File: config.mk
export PLATFORM = sky130hd
export DESIGN_NAME = sonar_hex_frame_parser_unit
export DESIGN_NICKNAME = d
export VERILOG_FILES = /design/src/shfp_pkg.sv /design/src/sonar_hex_frame_parser_unit.sv /design/src/shfp_parser.sv
export SDC_FILE = /design/constraint.sdc
export NUM_CORES = 1
export LEC_CHECK = 0
export ABC_AREA = 1
export BUFFER_PORTS_ARGS = -buffer_cell sky130_fd_sc_hd__buf_4
export CORE_MARGIN = 10
export CORE_UTILIZATION = 30
export CTS_BUF_LIST = sky130_fd_sc_hd__clkbuf_4 sky130_fd_sc_hd__clkbuf_8 sky130_fd_sc_hd__clkbuf_16
export CTS_CLUSTER_DIAMETER = 120
export DETAILED_ROUTE_END_ITERATION = 8
export HOLD_SLACK_MARGIN = 0.06
export PLACE_DENSITY = 0.5
export SETUP_SLACK_MARGIN = 0.15
export SLEW_MARGIN = 20
export SYNTH_ARGS = -nofsm -noshare
export SYNTH_HDL_FRONTEND = slang
export SYNTH_SLANG_ARGS = --single-unit
File: constraint.sdc
create_clock -name i_clk -period 11.7 [get_ports i_clk]
set_input_delay 2.925 -clock i_clk [delete_from_list [all_inputs] [get_ports i_clk]]
set_output_delay 2.925 -clock i_clk [all_outputs]
set_load 0.02 [all_outputs]
File: src/shfp_pkg.sv
// Shared constants, types and helper functions of the sonar hex frame parser.
// No dependencies; used by shfp_parser and sonar_hex_frame_parser_unit.
package shfp_pkg;

    localparam int MAX_SENSORS = 13;
    localparam int MAX_POINTS  = 4;

    localparam logic [7:0] TENTHS_MM_PER_INCH = 8'd254;

    // Configuration register indexes
    localparam logic [1:0] CFG_SENSOR_COUNT  = 2'd0;
    localparam logic [1:0] CFG_POINTS        = 2'd1;
    localparam logic [1:0] CFG_RANGE_FLOOR   = 2'd2;
    localparam logic [1:0] CFG_RANGE_CEILING = 2'd3;

    typedef struct packed {
        logic [3:0]  sensor_count;
        logic [2:0]  beam_points;
        logic [15:0] range_floor;
        logic [15:0] range_ceiling;
    } t_cfg;

    // One completed reading, replayed once per beam point
    typedef struct packed {
        logic [15:0] range_value;
        logic [3:0]  sensor_index;
        logic [5:0]  point_base;
        logic [2:0]  points;
        logic [31:0] scan_number;
        logic        last_sensor;
    } t_run;

    // Uppercase hex digit to value; anything else reads as zero
    function automatic logic [3:0] hex_value(input logic [7:0] c);
        logic [3:0] v;
        v = 4'd0;
        if (c >= 8'd48 && c <= 8'd57) begin
            v = 4'(c - 8'd48);
        end else if (c >= 8'd65 && c <= 8'd70) begin
            v = 4'(c - 8'd55);
        end
        return v;
    endfunction

endpackage

File: src/sonar_hex_frame_parser_unit.sv
// Flow: a byte is registered at accept and parsed when it advances, which waits while a
// previous run is still being output; its first point is loaded into the run register at that advance.
// Throughput: one byte per cycle while no run is still being output and i_pt_stall is low; a byte
// that completes an emitted reading holds the input until all of its points (1..4) are taken.
// Reset: synchronous, active low; clears the frame tracker, scan counter, pending items and
// restores register defaults (13 sensors, 1 point, floor 0, ceiling 65535).
module sonar_hex_frame_parser_unit (
    input  logic        i_clk,
    input  logic        i_rst_n,
    // received characters
    input  logic        i_rx_valid,
    output logic        o_rx_stall,
    input  logic [7:0]  i_rx_byte,
    // range points
    output logic        o_pt_valid,
    input  logic        i_pt_stall,
    output logic [15:0] o_range_value,
    output logic [3:0]  o_sensor_index,
    output logic [5:0]  o_point_index,
    output logic [31:0] o_scan_number,
    output logic        o_end_of_run,
    output logic        o_end_of_scan,
    // register writes
    input  logic        i_cfg_valid,
    output logic        o_cfg_ready,
    input  logic [1:0]  i_cfg_index,
    input  logic [15:0] i_cfg_data
);

    shfp_pkg::t_cfg r_cfg;
    shfp_pkg::t_run r_run;
    shfp_pkg::t_run parse_run;

    logic       r_in_valid;
    logic [7:0] r_in_byte;
    logic       r_run_valid;
    logic [1:0] r_rep;

    logic rx_accept;
    logic pt_accept;
    logic rep_last;
    logic run_done;
    logic advance;
    logic parse_emit;

    // Register writes
    assign o_cfg_ready = 1'b1;

    always_ff @(posedge i_clk) begin
        if (!i_rst_n) begin
            r_cfg.sensor_count  <= 4'(shfp_pkg::MAX_SENSORS);
            r_cfg.beam_points   <= 3'd1;
            r_cfg.range_floor   <= 16'd0;
            r_cfg.range_ceiling <= 16'hFFFF;
        end else if (i_cfg_valid && o_cfg_ready) begin
            unique case (i_cfg_index)
                shfp_pkg::CFG_SENSOR_COUNT:  r_cfg.sensor_count  <= i_cfg_data[3:0];
                shfp_pkg::CFG_POINTS:        r_cfg.beam_points   <= i_cfg_data[2:0];
                shfp_pkg::CFG_RANGE_FLOOR:   r_cfg.range_floor   <= i_cfg_data;
                shfp_pkg::CFG_RANGE_CEILING: r_cfg.range_ceiling <= i_cfg_data;
                default: ;
            endcase
        end
    end

    // Handshake control
    always_comb begin
        rep_last   = ({1'b0, r_rep} + 3'd1) == r_run.points;
        pt_accept  = r_run_valid && !i_pt_stall;
        run_done   = pt_accept && rep_last;
        advance    = r_in_valid && (!r_run_valid || run_done);
        o_rx_stall = r_in_valid && !advance;
        rx_accept  = i_rx_valid && !o_rx_stall;
    end

    // Hold one received item ahead of the parser
    always_ff @(posedge i_clk) begin
        if (!i_rst_n) begin
            r_in_valid <= 1'b0;
        end else if (rx_accept) begin
            r_in_valid <= 1'b1;
        end else if (advance) begin
            r_in_valid <= 1'b0;
        end
    end

    always_ff @(posedge i_clk) begin
        if (rx_accept) begin
            r_in_byte <= i_rx_byte;
        end
    end

    shfp_parser u_parser (
        .i_clk   (i_clk),
        .i_rst_n (i_rst_n),
        .i_fire  (advance),
        .i_byte  (r_in_byte),
        .i_cfg   (r_cfg),
        .o_emit  (parse_emit),
        .o_run   (parse_run)
    );

    // Load a new run or step through the current one
    always_ff @(posedge i_clk) begin
        if (!i_rst_n) begin
            r_run_valid <= 1'b0;
            r_rep       <= 2'd0;
        end else if (advance) begin
            r_run_valid <= parse_emit;
            r_rep       <= 2'd0;
        end else if (run_done) begin
            r_run_valid <= 1'b0;
        end else if (pt_accept) begin
            r_rep <= r_rep + 2'd1;
        end
    end

    always_ff @(posedge i_clk) begin
        if (advance && parse_emit) begin
            r_run <= parse_run;
        end
    end

    // Drive the point outputs
    always_comb begin
        o_pt_valid     = r_run_valid;
        o_range_value  = r_run.range_value;
        o_sensor_index = r_run.sensor_index;
        o_point_index  = r_run.point_base + 6'(r_rep);
        o_scan_number  = r_run.scan_number;
        o_end_of_run   = rep_last;
        o_end_of_scan  = rep_last && r_run.last_sensor;
    end

endmodule

File: src/shfp_parser.sv
// Header hunt, hex payload decode, scaling and clamping for one byte per cycle while i_fire is high.
// Depends on shfp_pkg.
module shfp_parser (
    input  logic           i_clk,
    input  logic           i_rst_n,
    input  logic           i_fire,
    input  logic [7:0]     i_byte,
    input  shfp_pkg::t_cfg i_cfg,
    output logic           o_emit,
    output shfp_pkg::t_run o_run
);

    localparam logic [2:0] ST_HUNT    = 3'd0;
    localparam logic [2:0] ST_GOT_A   = 3'd1;
    localparam logic [2:0] ST_GOT_B   = 3'd2;
    localparam logic [2:0] ST_GOT_1   = 3'd3;
    localparam logic [2:0] ST_PAYLOAD = 3'd4;

    localparam logic [4:0] LAST_CHAR = 5'd25;

    localparam logic [7:0] CH_A   = 8'h41;
    localparam logic [7:0] CH_B   = 8'h42;
    localparam logic [7:0] CH_ONE = 8'h31;
    localparam logic [7:0] CH_TWO = 8'h32;

    logic [2:0]  r_state, n_state;
    logic [4:0]  r_count, n_count;
    logic [3:0]  r_high, n_high;
    logic [31:0] r_scan, n_scan;

    logic [3:0]  cnt_eff;
    logic [2:0]  ppb_eff;
    logic [3:0]  sensor;
    logic [3:0]  low_digit;
    logic [15:0] scaled;
    logic [15:0] clamped;
    logic [2:0]  restart;

    // Effective register values
    always_comb begin
        cnt_eff = (i_cfg.sensor_count > 4'(shfp_pkg::MAX_SENSORS))
                ? 4'(shfp_pkg::MAX_SENSORS) : i_cfg.sensor_count;
        ppb_eff = (i_cfg.beam_points > 3'(shfp_pkg::MAX_POINTS))
                ? 3'(shfp_pkg::MAX_POINTS) : i_cfg.beam_points;
    end

    // Scale inches to tenths of mm and clamp
    always_comb begin
        sensor    = r_count[4:1];
        low_digit = shfp_pkg::hex_value(i_byte);
        scaled    = 16'({r_high, low_digit}) * 16'(shfp_pkg::TENTHS_MM_PER_INCH);
        if (scaled < i_cfg.range_floor) begin
            clamped = i_cfg.range_floor;
        end else if (scaled > i_cfg.range_ceiling) begin
            clamped = i_cfg.range_ceiling;
        end else begin
            clamped = scaled;
        end
    end

    // Describe the run of points for a completed reading
    always_comb begin
        o_emit = (r_state == ST_PAYLOAD) && r_count[0] && (sensor < cnt_eff)
               && (ppb_eff != 3'd0);
        o_run.range_value  = clamped;
        o_run.sensor_index = sensor;
        o_run.point_base   = 6'(sensor) * 6'(ppb_eff);
        o_run.points       = ppb_eff;
        o_run.scan_number  = r_scan;
        o_run.last_sensor  = (5'(sensor) + 5'd1) == 5'(cnt_eff);
    end

    // Next state of the frame tracker
    always_comb begin
        n_state = r_state;
        n_count = r_count;
        n_high  = r_high;
        n_scan  = r_scan;
        restart = (i_byte == CH_A) ? ST_GOT_A : ST_HUNT;
        unique case (r_state)
            ST_HUNT: begin
                n_state = restart;
            end
            ST_GOT_A: begin
                n_state = (i_byte == CH_B) ? ST_GOT_B : restart;
            end
            ST_GOT_B: begin
                n_state = (i_byte == CH_ONE) ? ST_GOT_1 : restart;
            end
            ST_GOT_1: begin
                if (i_byte == CH_TWO) begin
                    n_state = ST_PAYLOAD;
                    n_count = 5'd0;
                    n_high  = 4'd0;
                end else begin
                    n_state = restart;
                end
            end
            ST_PAYLOAD: begin
                if (!r_count[0]) begin
                    n_high = low_digit;
                end
                if (r_count == LAST_CHAR) begin
                    n_count = 5'd0;
                    n_state = ST_HUNT;
                    n_scan  = r_scan + 32'd1;
                end else begin
                    n_count = r_count + 5'd1;
                end
            end
            default: begin
                n_state = ST_HUNT;
            end
        endcase
    end

    // Advance on each processed byte
    always_ff @(posedge i_clk) begin
        if (!i_rst_n) begin
            r_state <= ST_HUNT;
            r_count <= 5'd0;
            r_high  <= 4'd0;
            r_scan  <= 32'd0;
        end else if (i_fire) begin
            r_state <= n_state;
            r_count <= n_count;
            r_high  <= n_high;
            r_scan  <= n_scan;
        end
    end

endmodule

==> impl_metrics.tcl <==
set metrics [dict create \
    cts_tree "yes" \
    antenna_found_initial 0 \
    cts_resized 0 \
    setup_viol 0 \
    dp_hpwl_um 19200 \
    synth_edf_count 70 \
    finalSetupTns_ps 0 \
    yosysWarnings 0 \
    synthToLayoutAreaGrowth_pct 13.0 \
    power_density_nw_per_um2 121 \
    syn-cell-area_um2 10300 \
    finalClockSkew_ps 12.9 \
    crit_type "flip-flop to flip-flop" \
    drt-total-wl_um 25100 \
    core-area_um2 33700 \
    cts.sinks 157 \
    cts-hold-fix-buffers 0 \
    syn_avg_cell_area_um2 7.98 \
    grt_max_degree 63 \
    antenna_cells 0 \
    cpPeakStageDelay_ps 510 \
    p_leak_nw 5.36 \
    root_buffer "clkbuf_16" \
    overflow 0 \
    min_path_type "flip-flop to flip-flop" \
    run_status "complete, no violations" \
    synth_seq_cells 157 \
    io_buffers 92 \
    clk_latency_ps 440 \
    min_period_ps 6920 \
    via_per_inst 4.44 \
    hold_ws_ps 481 \
    synth_cell_type_count 46 \
    cp_max_fo 17 \
    die_h_um 205 \
    cpMostUsedCell "nand2_1" \
    fill_cells 3557 \
    pin_count 94 \
    worst_setup_path_end_kind "flip-flop" \
    clockBufferDepth 2 \
    fin_nets 1460 \
    hold_violations 0 \
    cts_buffers 17 \
    vias 7904 \
    p_total_mw 1.41 \
    grt_pass1_vias 7882 \
    required_ps 11890 \
    cp.arrival_ps 7120 \
    period_share 0.592 \
    grt_pass1_wl_um 41100 \
    cpMaxStageDelayCell "fa_1" \
    dieArea_um2 42100 \
    drv_slew 0 \
    drt_first_iter_violations 412 \
    rsz0062_at_grt "false" \
    gp_congestion 0.897 \
    synth_nets 1429 \
    htree_levels 4 \
    grt_usage 0.122 \
    layout-drive-gt1-share 0.140 \
    cts_setup_buffers 0 \
    path_clk_slew_ps 70 \
    slew-limit-headroom 0.366 \
    avgRoutedWirePerCell_um 14.1 \
    seq_area_frac_synth 0.373 \
    dp_cells 1750 \
    critPathLaunchType "flip-flop" \
    rows 67 \
    ir_drop_mv 0.111 \
    ant_nets 0 \
    ys.flop_type "dfxtp_1" \
    fmax_mhz 144 \
    die_w_um 205 \
    layout.cells.non_filler 1782 \
    initial_core_util 0.306 \
    drc 0 \
    drv_cap 0 \
    dr.pass1.iters 4 \
    worstMarginPinSlew_ps 950 \
    async_reset_ff_frac 0 \
    synth_cells 1290 \
]
power by group:
part / switching, mW / internal (mW)
clock: 0.242 / 0.326
sequential: 0.00706 / 0.584
combinational: 0.164 / 0.0870
cell usage after synthesis (all sizes together) (2+ instances only):
library cell / n / area, µm²
o21a: 2 / 15.0
o21ai: 53 / 265
a21o: 2 / 15.0
xnor2: 15 / 139
nand2: 334 / 1300
a21oi: 106 / 568
nor3: 18 / 110
edfxtp: 70 / 2100
a31oi: 2 / 12.5
fa: 27 / 541
buf: 66 / 485
a21boi: 3 / 22.5
inv: 194 / 728
ha: 81 / 1010
clkbuf: 16 / 60.1
nand4: 10 / 75.1
o211ai: 5 / 37.5
nor2: 91 / 362
xor2: 24 / 210
nand3: 68 / 380
dfxtp: 87 / 1740
nand3b: 7 / 52.6
cells by family (layout without fill, tap and decap cells):
kind of cell	after synthesis	after routing	synth area share
compound gates	177	177	0.0938
xor+xnor	39	39	0.0339
fa+ha+maj	108	108	0.151
buf+inv	277	321	0.124
flops	157	157	0.373
other cells	1	1	0.000364
simple gates	531	531	0.224
per-layer routing:
metal  global-route usage  routed length (µm)  part of all wire
met2                0.203               11900              0.47
met1                0.154               11700              0.47
met3               0.0256                1040             0.041
met4               0.0396                 444             0.018
met5                    0                   0                 0
placed cells by master, fill, tap and decap left out, drive strengths merged, types with 2 or more instances in the layout:
| master | Yosys | final |
|---|---|---|
| nand2 | 334 | 334 |
| nand4 | 10 | 10 |
| a21oi | 106 | 106 |
| nand3b | 7 | 7 |
| clkbuf | 16 | 23 |
| fa | 27 | 27 |
| ha | 81 | 81 |
| edfxtp | 70 | 70 |
| a21o | 2 | 2 |
| a21boi | 3 | 3 |
| a31oi | 2 | 2 |
| xnor2 | 15 | 15 |
| clkinv | 1 | 5 |
| o21a | 2 | 2 |
| buf | 66 | 94 |
| nor3 | 18 | 18 |
| o211ai | 5 | 5 |
| nor2 | 91 | 91 |
| xor2 | 24 | 24 |
| nand3 | 68 | 68 |
| dfxtp | 87 | 87 |
| o21ai | 53 | 53 |
| inv | 194 | 199 |
critical path, delay by kind of cell (launching register included):
kind / cells / cell delay, ps
adder cells (fa/ha/maj): 7 / 2780
AND/OR/NAND/NOR: 17 / 2630
flip-flops: 1 / 450
buffers and inverters: 5 / 420
XOR/XNOR: 1 / 250
AO/OA/AOI/OAI: 1 / 120
state kept, by name (all words and copies together), names as in the netlist, 2 cells and up:
register / cells
o_range_value: 16
o_scan_number: 32
o_sensor_index: 4
r_cfg: 39
r_in_byte: 8
r_rep: 2
r_run: 10
u_parser.r_count: 5
u_parser.r_high: 4
u_parser.r_scan: 32
u_parser.r_state: 3
cell type report:
class                   instances  area [µm²]  share of cell area
repair buffers                 94         706              0.0607
inverters                     195         733              0.0630
well taps                     448         561              0.0482
multi-input cells             856        5190               0.446
flip-flops and latches        157        3840               0.330
clock buffers                  23         536              0.0460
clock inverters                 9        66.3             0.00570
path summary, 6_finish.rpt:
| path | start | endpoint | slack [ps] | depth (start not counted) |
|---|---|---|---|---|
| worst min-delay path | r_cfg[19] | r_cfg[19] | 480 | 2 |
| worst min register to register | r_cfg[19] | r_cfg[19] | 480 | 2 |
| worst max register to register | r_in_byte[1] | o_range_value[8] | 4780 | 31 |
| worst max-delay path | r_in_byte[1] | o_range_value[8] | 4780 | 31 |
metrics by stage:
| step | setup slack (ps) | cell area, µm² | utilization |
|---|---|---|---|
| floorplan | 1840 | 10300 | - |
| global placement | 4930 | 11000 | 0.327 |
| detailed placement | 4850 | 11000 | 0.327 |
| CTS | 4820 | 11600 | 0.345 |
| global route | 4180 | 11600 | 0.345 |
| finish | 4780 | 11600 | 0.345 |
(Power assumes the default switching activity.)
